**config.mk**
```make
export PLATFORM = sky130hd
export DESIGN_NAME = three_axis_stepper_move_sequencer_flat
export DESIGN_NICKNAME = d
export VERILOG_FILES = /design/src/tasms_pkg.sv /design/src/tasms_cmd_if.sv /design/src/tasms_rsp_if.sv /design/src/three_axis_stepper_move_sequencer.sv /design/src/tasms_ram.sv /design/src/tasms_axis.sv /design/src/flat_wrapper.sv
export SDC_FILE = /design/constraint.sdc
export NUM_CORES = 1
export LEC_CHECK = 0
export BUFFER_PORTS_ARGS = -buffer_cell sky130_fd_sc_hd__buf_2
export CORE_MARGIN = 4
export CORE_UTILIZATION = 55
export DETAILED_ROUTE_END_ITERATION = 10
export MAX_ROUTING_LAYER = met4
export PLACE_DENSITY = 0.71
export RECOVER_POWER = 100
export SYNTH_ARGS = -nofsm -noshare
export SYNTH_HDL_FRONTEND = slang
export SYNTH_SLANG_ARGS = --single-unit
```
**constraint.sdc**
```tcl
create_clock -name clk -period 7.5 [get_ports clk]
set_clock_uncertainty 0.05 [all_clocks]
set_input_delay 0.75 -clock clk [delete_from_list [all_inputs] [get_ports clk]]
set_output_delay 0.75 -clock clk [all_outputs]
set_load 0.1 [all_outputs]
```
**src/tasms_pkg.sv**
```systemverilog
// Shared types and constants of the three-axis stepper move sequencer.
package tasms_pkg;

  localparam int AXES    = 3;
  localparam int MOVES_W = 4;
  localparam int DWELL_W = 16;
  localparam int CFG_W   = 16;
  localparam int ENTRY_W = 16;

  // request modes
  localparam logic [1:0] MODE_STEP  = 2'd0;
  localparam logic [1:0] MODE_MS    = 2'd1;
  localparam logic [1:0] MODE_LOAD  = 2'd2;
  localparam logic [1:0] MODE_START = 2'd3;

  // configuration register indexes
  localparam logic [1:0] REG_MOVES0 = 2'd0;
  localparam logic [1:0] REG_MOVES1 = 2'd1;
  localparam logic [1:0] REG_MOVES2 = 2'd2;
  localparam logic [1:0] REG_DWELL  = 2'd3;

  localparam logic [MOVES_W-1:0] MOVES_RESET = 4'd2;
  localparam logic [DWELL_W-1:0] DWELL_RESET = 16'd1000;

  typedef enum logic [3:0] {
    AX_IDLE   = 4'b0001,
    AX_MOVING = 4'b0010,
    AX_DWELL  = 4'b0100,
    AX_DONE   = 4'b1000
  } axis_state_t;

  // request as it is accepted: drives the table write and read
  typedef struct packed {
    logic               fire;
    logic [1:0]         mode;
    logic [1:0]         axis_sel;
    logic [2:0]         slot;
    logic [ENTRY_W-1:0] steps;
    logic               dir;
  } issue_t;

  // request in the update stage
  typedef struct packed {
    logic       fire;
    logic [1:0] mode;
    logic       phase;
  } lane_ctl_t;

  typedef struct packed {
    logic step;
    logic dir;
    logic en;
    logic done;
  } lane_pins_t;

endpackage

```
**src/tasms_cmd_if.sv**
```systemverilog
// Request channel of the sequencer.
interface tasms_cmd_if;
  logic        valid;
  logic        ready;
  logic [1:0]  mode;
  logic [1:0]  axis_sel;
  logic [2:0]  entry_slot;
  logic [15:0] entry_steps;
  logic        entry_dir;

  modport source (
    output valid, mode, axis_sel, entry_slot, entry_steps, entry_dir,
    input  ready
  );
  modport sink (
    input  valid, mode, axis_sel, entry_slot, entry_steps, entry_dir,
    output ready
  );
endinterface

```
**src/tasms_rsp_if.sv**
```systemverilog
// Result channel of the sequencer: pin levels after each request.
interface tasms_rsp_if;
  logic       valid;
  logic       ready;
  logic [2:0] step_pins;
  logic [2:0] dir_pins;
  logic [2:0] enable_pins;
  logic       all_done;

  modport source (
    output valid, step_pins, dir_pins, enable_pins, all_done,
    input  ready
  );
  modport sink (
    input  valid, step_pins, dir_pins, enable_pins, all_done,
    output ready
  );
endinterface

```
**src/three_axis_stepper_move_sequencer.sv**
```systemverilog
// Top level of the three-axis stepper move sequencer.
//
//  channel  direction  handshake          payload
//  cmd      in         valid/ready        mode, axis_sel, entry_slot, entry_steps, entry_dir
//  rsp      out        valid/ready        step_pins, dir_pins, enable_pins, all_done
//  cfg      in         cfg_we, no wait    cfg_index, cfg_data
//
// One request per cycle, sustained. A request first reads the per-axis move table
// RAM, then updates all three lanes and lands in the result register.
// The slot of a retiring request is forwarded to the next table read address.
// Synchronous reset: all motors idle, lane pins low, configuration registers at their reset values.
// A stalled result holds the update stage; further requests wait until it drains.
module three_axis_stepper_move_sequencer #(
  parameter int TABLE_DEPTH = 8,
  parameter int COUNT_BITS  = 16
) (
  input  logic                         clk,
  input  logic                         rst,
  tasms_cmd_if.sink                    cmd,
  tasms_rsp_if.source                  rsp,
  input  logic                         cfg_we,
  input  logic [1:0]                   cfg_index,
  input  logic [tasms_pkg::CFG_W-1:0]  cfg_data
);

  logic [tasms_pkg::MOVES_W-1:0] moves_cfg [tasms_pkg::AXES];
  logic [tasms_pkg::DWELL_W-1:0] dwell_ms;

  logic       s1_valid;
  logic [1:0] s1_mode;
  logic       phase, phase_next;
  logic       out_valid;
  logic [tasms_pkg::AXES-1:0] out_step, out_dir, out_en;
  logic       out_done;

  logic       cmd_fire, s1_fire;
  tasms_pkg::issue_t      issue;
  tasms_pkg::lane_ctl_t   ctl;
  tasms_pkg::lane_pins_t  lane_next [tasms_pkg::AXES];
  logic [tasms_pkg::AXES-1:0] step_next, dir_next, en_next, done_next;

  assign s1_fire   = s1_valid && (!out_valid || rsp.ready);
  assign cmd.ready = !s1_valid || !out_valid || rsp.ready;
  assign cmd_fire  = cmd.valid && cmd.ready;

  assign phase_next = phase ^ (s1_mode == tasms_pkg::MODE_STEP);

  assign issue = '{fire: cmd_fire, mode: cmd.mode, axis_sel: cmd.axis_sel,
                   slot: cmd.entry_slot, steps: cmd.entry_steps, dir: cmd.entry_dir};
  assign ctl   = '{fire: s1_fire, mode: s1_mode, phase: phase_next};

  for (genvar a = 0; a < tasms_pkg::AXES; a++) begin : g_lane
    tasms_axis #(
      .LANE        (a),
      .TABLE_DEPTH (TABLE_DEPTH),
      .COUNT_BITS  (COUNT_BITS)
    ) u_axis (
      .clk       (clk),
      .rst       (rst),
      .issue     (issue),
      .ctl       (ctl),
      .moves     (moves_cfg[a]),
      .dwell_ms  (dwell_ms),
      .pins_next (lane_next[a])
    );
  end

  always_comb begin
    for (int a = 0; a < tasms_pkg::AXES; a++) begin
      step_next[a] = lane_next[a].step;
      dir_next[a]  = lane_next[a].dir;
      en_next[a]   = lane_next[a].en;
      done_next[a] = lane_next[a].done;
    end
  end

  // control
  always_ff @(posedge clk) begin
    if (rst) begin
      s1_valid  <= 1'b0;
      phase     <= 1'b0;
      out_valid <= 1'b0;
    end else begin
      if (cmd_fire) begin
        s1_valid <= 1'b1;
      end else if (s1_fire) begin
        s1_valid <= 1'b0;
      end
      if (s1_fire) begin
        phase     <= phase_next;
        out_valid <= 1'b1;
      end else if (rsp.ready) begin
        out_valid <= 1'b0;
      end
    end
  end

  // payload
  always_ff @(posedge clk) begin
    if (cmd_fire) begin
      s1_mode <= cmd.mode;
    end
    if (s1_fire) begin
      out_step <= step_next;
      out_dir  <= dir_next;
      out_en   <= en_next;
      out_done <= &done_next;
    end
  end

  // configuration registers
  always_ff @(posedge clk) begin
    if (rst) begin
      for (int a = 0; a < tasms_pkg::AXES; a++) begin
        moves_cfg[a] <= tasms_pkg::MOVES_RESET;
      end
      dwell_ms <= tasms_pkg::DWELL_RESET;
    end else if (cfg_we) begin
      unique case (cfg_index)
        tasms_pkg::REG_MOVES0: moves_cfg[0] <= cfg_data[tasms_pkg::MOVES_W-1:0];
        tasms_pkg::REG_MOVES1: moves_cfg[1] <= cfg_data[tasms_pkg::MOVES_W-1:0];
        tasms_pkg::REG_MOVES2: moves_cfg[2] <= cfg_data[tasms_pkg::MOVES_W-1:0];
        tasms_pkg::REG_DWELL:  dwell_ms     <= cfg_data[tasms_pkg::DWELL_W-1:0];
        default: begin
        end
      endcase
    end
  end

  assign rsp.valid       = out_valid;
  assign rsp.step_pins   = out_step;
  assign rsp.dir_pins    = out_dir;
  assign rsp.enable_pins = out_en;
  assign rsp.all_done    = out_done;

endmodule

```
**src/tasms_ram.sv**
```systemverilog
// Generic single-port-write, single-port-read RAM with registered read.
module tasms_ram #(
  parameter int WIDTH = 8,
  parameter int DEPTH = 8,
  localparam int AW = (DEPTH > 1) ? $clog2(DEPTH) : 1
) (
  input  logic             clk,
  input  logic             we,
  input  logic [AW-1:0]    waddr,
  input  logic [WIDTH-1:0] wdata,
  input  logic             re,
  input  logic [AW-1:0]    raddr,
  output logic [WIDTH-1:0] rdata
);

  logic [WIDTH-1:0] mem [DEPTH];

  always_ff @(posedge clk) begin
    if (we) begin
      mem[waddr] <= wdata;
    end
    if (re) begin
      rdata <= mem[raddr];
    end
  end

endmodule

```
**src/tasms_axis.sv**
```systemverilog
// One motor lane: move table RAM, move state and pin levels of one axis.
module tasms_axis #(
  parameter int LANE        = 0,
  parameter int TABLE_DEPTH = 8,
  parameter int COUNT_BITS  = 16
) (
  input  logic                                clk,
  input  logic                                rst,
  input  tasms_pkg::issue_t                   issue,
  input  tasms_pkg::lane_ctl_t                ctl,
  input  logic [tasms_pkg::MOVES_W-1:0]       moves,
  input  logic [tasms_pkg::DWELL_W-1:0]       dwell_ms,
  output tasms_pkg::lane_pins_t               pins_next
);

  localparam int SLOT_W = $clog2(TABLE_DEPTH + 1);
  localparam int AW     = (TABLE_DEPTH > 1) ? $clog2(TABLE_DEPTH) : 1;
  localparam int CW     = SLOT_W + tasms_pkg::MOVES_W;
  localparam logic [COUNT_BITS-1:0]         COUNT_MAX = '1;
  localparam logic [tasms_pkg::DWELL_W-1:0] DWELL_MAX = '1;

  tasms_pkg::axis_state_t            state, state_next;
  logic [COUNT_BITS-1:0]             steps_done, steps_done_next;
  logic [SLOT_W-1:0]                 slot, slot_next;
  logic [tasms_pkg::DWELL_W-1:0]     dwell_cnt, dwell_cnt_next;
  logic                              step_pin, step_pin_next;
  logic                              dir_pin, dir_pin_next;
  logic                              en_pin, en_pin_next;

  logic                              we, re;
  logic [AW-1:0]                     waddr, raddr;
  logic [COUNT_BITS:0]               wdata, rdata;
  logic [AW+2:0]                     slot_ext;
  logic [COUNT_BITS+tasms_pkg::ENTRY_W-1:0] steps_ext;
  logic [SLOT_W-1:0]                 slot_fwd, slot_inc_fwd, slot_inc;
  logic [CW-1:0]                     moves_ext, count;
  logic [SLOT_W-1:0]                 begin_slot;
  logic                              begin_ok, do_begin;
  logic [COUNT_BITS-1:0]             steps_inc, rd_steps;
  logic                              rd_dir;
  logic [tasms_pkg::DWELL_W-1:0]     dwell_inc;

  // table write at acceptance, so a later request always reads it back
  assign slot_ext  = {{AW{1'b0}}, issue.slot};
  assign steps_ext = {{COUNT_BITS{1'b0}}, issue.steps};
  assign we    = issue.fire && (issue.mode == tasms_pkg::MODE_LOAD)
                 && (issue.axis_sel == 2'(LANE))
                 && ({29'd0, issue.slot} < 32'(TABLE_DEPTH));
  assign waddr = slot_ext[AW-1:0];
  assign wdata = {issue.dir, steps_ext[COUNT_BITS-1:0]};
  assign re    = issue.fire;

  // slot forwarded from the update stage when it retires this cycle
  assign slot_fwd     = ctl.fire ? slot_next : slot;
  assign slot_inc_fwd = slot_fwd + SLOT_W'(1);

  always_comb begin
    unique case (issue.mode) inside
      tasms_pkg::MODE_STEP:                       raddr = slot_fwd[AW-1:0];
      tasms_pkg::MODE_MS:                         raddr = slot_inc_fwd[AW-1:0];
      tasms_pkg::MODE_LOAD, tasms_pkg::MODE_START: raddr = '0;
      default:                                    raddr = '0;
    endcase
  end

  tasms_ram #(
    .WIDTH (COUNT_BITS + 1),
    .DEPTH (TABLE_DEPTH)
  ) u_table (
    .clk   (clk),
    .we    (we),
    .waddr (waddr),
    .wdata (wdata),
    .re    (re),
    .raddr (raddr),
    .rdata (rdata)
  );

  assign rd_steps = rdata[COUNT_BITS-1:0];
  assign rd_dir   = rdata[COUNT_BITS];

  // effective move count, saturated to the table depth
  assign moves_ext  = {{SLOT_W{1'b0}}, moves};
  assign count      = (moves_ext > CW'(TABLE_DEPTH)) ? CW'(TABLE_DEPTH) : moves_ext;
  assign slot_inc   = slot + SLOT_W'(1);
  assign begin_slot = (ctl.mode == tasms_pkg::MODE_START) ? '0 : slot_inc;
  assign begin_ok   = {{tasms_pkg::MOVES_W{1'b0}}, begin_slot} < count;

  assign steps_inc = (steps_done == COUNT_MAX) ? steps_done : steps_done + COUNT_BITS'(1);
  assign dwell_inc = (dwell_cnt == DWELL_MAX) ? dwell_cnt
                                              : dwell_cnt + tasms_pkg::DWELL_W'(1);

  always_comb begin
    state_next      = state;
    steps_done_next = steps_done;
    slot_next       = slot;
    dwell_cnt_next  = dwell_cnt;
    step_pin_next   = step_pin;
    dir_pin_next    = dir_pin;
    en_pin_next     = en_pin;
    do_begin        = 1'b0;
    unique case (ctl.mode)
      tasms_pkg::MODE_STEP: begin
        if (state == tasms_pkg::AX_MOVING) begin
          if (ctl.phase) begin
            step_pin_next   = 1'b1;
            steps_done_next = steps_inc;
            if (steps_inc >= rd_steps) begin
              state_next     = tasms_pkg::AX_DWELL;
              dwell_cnt_next = '0;
            end
          end else begin
            step_pin_next = 1'b0;
          end
        end
      end
      tasms_pkg::MODE_MS: begin
        if (state == tasms_pkg::AX_DWELL) begin
          if (dwell_inc >= dwell_ms) begin
            dwell_cnt_next = '0;
            slot_next      = slot_inc;
            do_begin       = 1'b1;
          end else begin
            dwell_cnt_next = dwell_inc;
          end
        end
      end
      tasms_pkg::MODE_LOAD: begin
      end
      tasms_pkg::MODE_START: begin
        slot_next      = '0;
        dwell_cnt_next = '0;
        step_pin_next  = 1'b0;
        en_pin_next    = 1'b0;
        do_begin       = 1'b1;
      end
      default: begin
      end
    endcase
    if (do_begin) begin
      if (begin_ok) begin
        steps_done_next = '0;
        dir_pin_next    = ~rd_dir;
        state_next      = tasms_pkg::AX_MOVING;
      end else begin
        state_next  = tasms_pkg::AX_DONE;
        en_pin_next = 1'b1;
      end
    end
  end

  always_ff @(posedge clk) begin
    if (rst) begin
      state      <= tasms_pkg::AX_IDLE;
      steps_done <= '0;
      slot       <= '0;
      dwell_cnt  <= '0;
      step_pin   <= 1'b0;
      dir_pin    <= 1'b0;
      en_pin     <= 1'b0;
    end else if (ctl.fire) begin
      state      <= state_next;
      steps_done <= steps_done_next;
      slot       <= slot_next;
      dwell_cnt  <= dwell_cnt_next;
      step_pin   <= step_pin_next;
      dir_pin    <= dir_pin_next;
      en_pin     <= en_pin_next;
    end
  end

  assign pins_next = '{step: step_pin_next, dir: dir_pin_next, en: en_pin_next,
                       done: (state_next == tasms_pkg::AX_DONE)};

endmodule

```
**src/flat_wrapper.sv**
```systemverilog
// flat-port wrapper written by rule: the top's interface ports become plain ports
module three_axis_stepper_move_sequencer_flat 
#(
  parameter int TABLE_DEPTH = 8,
  parameter int COUNT_BITS  = 16
)
  (clk, rst, cfg_we, cfg_index, cfg_data, cmd_valid, cmd_mode, cmd_axis_sel, cmd_entry_slot, cmd_entry_steps, cmd_entry_dir, cmd_ready, rsp_valid, rsp_step_pins, rsp_dir_pins, rsp_enable_pins, rsp_all_done, rsp_ready);
  tasms_cmd_if cmd_i ();
  tasms_rsp_if rsp_i ();
  input  logic clk;
  input  logic rst;
  input  logic cfg_we;
  input  logic [1:0] cfg_index;
  input  logic [tasms_pkg::CFG_W-1:0] cfg_data;
  input wire logic [$bits(cmd_i.valid)-1:0] cmd_valid;
  input wire logic [$bits(cmd_i.mode)-1:0] cmd_mode;
  input wire logic [$bits(cmd_i.axis_sel)-1:0] cmd_axis_sel;
  input wire logic [$bits(cmd_i.entry_slot)-1:0] cmd_entry_slot;
  input wire logic [$bits(cmd_i.entry_steps)-1:0] cmd_entry_steps;
  input wire logic [$bits(cmd_i.entry_dir)-1:0] cmd_entry_dir;
  output wire logic [$bits(cmd_i.ready)-1:0] cmd_ready;
  output wire logic [$bits(rsp_i.valid)-1:0] rsp_valid;
  output wire logic [$bits(rsp_i.step_pins)-1:0] rsp_step_pins;
  output wire logic [$bits(rsp_i.dir_pins)-1:0] rsp_dir_pins;
  output wire logic [$bits(rsp_i.enable_pins)-1:0] rsp_enable_pins;
  output wire logic [$bits(rsp_i.all_done)-1:0] rsp_all_done;
  input wire logic [$bits(rsp_i.ready)-1:0] rsp_ready;
  assign cmd_i.valid = cmd_valid;
  assign cmd_i.mode = cmd_mode;
  assign cmd_i.axis_sel = cmd_axis_sel;
  assign cmd_i.entry_slot = cmd_entry_slot;
  assign cmd_i.entry_steps = cmd_entry_steps;
  assign cmd_i.entry_dir = cmd_entry_dir;
  assign cmd_ready = cmd_i.ready;
  assign rsp_valid = rsp_i.valid;
  assign rsp_step_pins = rsp_i.step_pins;
  assign rsp_dir_pins = rsp_i.dir_pins;
  assign rsp_enable_pins = rsp_i.enable_pins;
  assign rsp_all_done = rsp_i.all_done;
  assign rsp_i.ready = rsp_ready;
  three_axis_stepper_move_sequencer #(.TABLE_DEPTH(TABLE_DEPTH), .COUNT_BITS(COUNT_BITS)) u_core (.clk(clk), .rst(rst), .cmd(cmd_i), .rsp(rsp_i), .cfg_we(cfg_we), .cfg_index(cfg_index), .cfg_data(cfg_data));
endmodule
```
==> summary.txt <==
Route
  • Iter 0 DRT Violations: 1908
  • Final ANT Viol Nets: 0
  • Total number of vias: 20400
  • Avg WL per Cell: 21.3 µm
  • Final Routed Wirelength: 70.8 mm
  • Drt drc: 0
  • First-pass detailed-route iteration total: 6
  • Via/cell ratio: 6.13

Status
  • Status: complete, but fails checks
  • Violated checks: max-capacitance violations, max-slew violations

Clocking
  • Hold-fix buffers, CTS: 0
  • Total CTS buffers: 68
  • CTS tree: yes
  • Clock-pin slew on the worst setup and hold paths: 0.06 ns
  • CTS resizes: 0
  • Worst skew pair latency: 0.63 ns
  • Sink Count: 631
  • CTS root buffer: clkbuf_16
  • CTS max path bufs: 3
  • Setup repair bufs after CTS: 0
  • CTS H-tree lvls: 3

Synthesis
  • Multiplexer share of the synthesized area: 5.25%
  • Yosys reg bits: 631
  • Yosys warning total: 0
  • Mapped cell area: 0.0298 mm²
  • Async SR Flop Fraction: 0%
  • Register area share after synthesis: 58.6%
  • Synth Flop Type: edfxtp_1
  • Number of synthesized flops with an enable pin: 483
  • XOR/XNOR Fraction of Synth Area: 2.38%
  • Synth Net Count: 2693
  • Largest cells by area after synthesis: edfxtp_1 (49%), dfxtp_1 (9.9%), ha_1 (5.1%)
  • Synth Area in Compound Gates: 12.1%
  • Most frequent cell after synthesis: edfxtp_1
  • Cell taking the most area after synthesis: edfxtp_1
  • Top-area cell type share of the netlist area: 48.7%
  • Cells after Synth: 2524
  • Synth cell count leaders: edfxtp_1 (483), nor2_1 (186), inv_1 (173)
  • Mean Syn Cell Area: 11.8 µm²
  • Simple-gate portion of the synthesized area: 12.6%
  • Cell variety after synth: 89
  • Post-Synth Adder-Cell Area: 5.13%
  • Largest family of logic cells by synthesized area: simple AND/OR/NAND/NOR gates

Flow run
  • MaxCap Viol Count: 5

Placement
  • Gpl congestion: 0.911
  • I/O Buffers: 58
  • HPWL after DPL: 45.6 mm

Setup path
  • Crit path DAT: 7.13 ns
  • Critical path endpoint category: flop
  • Crit start category: flop
  • CP Max Fanout: 17
  • Worst Path Required: 7.74 ns
  • Setup CP Type: reg -> reg

Global routing
  • GRT Residual Overflow: 0
  • Largest net degree at the start of global routing: 89
  • Total GRT Usage: 25.0%
  • Global-route wire length before repair: 110 mm
  • Initial antenna violation count: 4
  • Number of global-route vias before repair: 19800

STA
  • Final setup fails: 0
  • Final Critical Period: 6.89 ns
  • RSZ-0062 raised after global routing: no
  • Slew Viols, Final: 246
  • Worst-margin pin slew: 4.10 ns
  • Setup TNS: 0 ns
  • Fin crit share: 91.9%
  • Final hold violations: 0
  • Worst hold slack: 0.324 ns
  • Fmax: 145 MHz
  • Worst rel slew slack: -173%

Power
  • PwrDens: 230 mW/mm²
  • Maximum vdd ir drop: 0.000186 V
  • Static Leak: 12.6 nW

Worst hold path
  • Worst hold path class: in -> reg

Floorplanning
  • Die area: 0.0579 mm²
  • Chip width: 241 µm
  • Initial Util: 55.5%
  • # IOs: 59
  • Die Span Y: 241 µm
  • Core Area: 0.0537 mm²
  • Row count: 85

Layout
  • Fraction of layout cells with a size suffix above 1: 9.00%
  • Final #Nets: 2749
  • Synthesis-to-finish area growth: 10.9%
-- sequential cells by signal, summed over array words and instances (netlist names) --
signal	cells
u_core.g_lane.u_axis.u_table.mem	408
u_core.g_lane.u_axis.u_table.rdata	51
u_core.g_lane.u_axis.dwell_cnt	48
u_core.g_lane.u_axis.steps_done	48
u_core.dwell_ms	16
u_core.g_lane.u_axis.slot	12
u_core.g_lane.u_axis.state	12
u_core.moves_cfg	12
u_core.g_lane.u_axis.dir_pin	3
u_core.g_lane.u_axis.en_pin	3
u_core.g_lane.u_axis.step_pin	3
u_core.rsp.dir_pins	3
u_core.rsp.enable_pins	3
u_core.rsp.step_pins	3
u_core.s1_mode	2
u_core.phase	1
u_core.rsp.all_done	1
u_core.rsp.valid	1
u_core.s1_valid	1
-- logic make-up (layout without fill, tap and decap cells) --
group                    after synthesis  in the layout
AND/OR/NAND/NOR                      749            749
flip-flops                           631            631
AO/OA/AOI/OAI                        498            498
buffers and inverters                294            403
multiplexers                         150            150
adder cells (fa/ha/maj)              122            122
XOR/XNOR                              80             80
other                                  0              4
-- path summary, 6_finish.rpt --
path                                                            from                                         to  slack (ns)  cells past startpoint
worst min register to register        u_core.g_lane[0].u_axis.en_pin             u_core.g_lane[0].u_axis.en_pin        0.41                      2
worst min-delay path                                     cfg_data[9]                         u_core.dwell_ms[9]        0.32                      3
worst max-delay path            u_core.g_lane[0].u_axis.dwell_cnt[4]  u_core.g_lane[0].u_axis.u_table.rdata[15]        0.61                     22
worst max register to register  u_core.g_lane[0].u_axis.dwell_cnt[4]  u_core.g_lane[0].u_axis.u_table.rdata[15]        0.61                     22
-- metal layers --
metal / GRT usage (%) / wire length, µm / up-vias
met4: 7.49 / 2090 / 0
met5: - / 0 / -
met2: 38.4 / 32600 / 732
li1: - / - / 9614
met3: 4.21 / 4850 / 146
met1: 34.7 / 31300 / 9924
-- critical path: stages (launching register included) --
cell and delay [ns]:
dfxtp_1 0.45, and4_1 0.28, nand4_1 0.17, nor3_1 0.39, nand4_1 0.49, nor2b_1 0.31, and3_1 0.21, xor2_1 0.15
ha_1 0.28, nand2_1 0.05, o21ai_0 0.20, a31oi_1 0.10, o21ai_0 0.69, a21boi_0 0.23, o21a_1 0.26, nor2_2 0.27
inv_1 0.08, ha_1 0.31, nand2_1 0.10, or4_1 0.45, nand2_1 0.67, a22o_1 0.29, a221oi_1 0.06
-- cell type report --
type,instances,area [µm²]
antenna,4,10.0
clock buffer,87,1850
clock inverter,36,459
fill,4242,20700
inverter,175,657
multi-input combinational,1599,11200
sequential,631,17500
tap,696,871
timing repair buffer,105,513
-- where the power goes --
group          internal, mW  switching, mW  total [mW]
combinational        0.0832          0.236       0.319
clock                  2.04           1.40        3.44
sequential             3.81         0.0230        3.83
-- placed cells by master, fill, tap and decap left out, drive strengths merged, types with 29 or more instances in the layout --
cell type	instances
a211oi	45
o311ai	75
xnor2	51
a22oi	30
nor2	187
dfxtp	148
buf	43
mux2	44
a21o	36
clkbuf	149
nand4	37
inv	177
o21ai	65
ha	122
mux2i	106
a21oi	104
edfxtp	483
nand3	133
nor3	42
xor2	29
nand2	165
-- per-stage QoR --
step           worst slack, ns  instances  power [mW]  utilization, %  instance area (µm²)
6_report                 0.609       3333        7.59            61.5                33000
5_1_grt                  0.155       3333        7.83            61.5                33000
3_5_place_dp             0.941       3206        4.22            57.5                30900
2_1_floorplan             2.17       2524        4.09               -                29800
4_1_cts                  0.915       3329        7.64            61.8                33200
3_3_place_gp              1.08       3206        4.21            57.5                30900
Power figures use the tool's default switching activity.
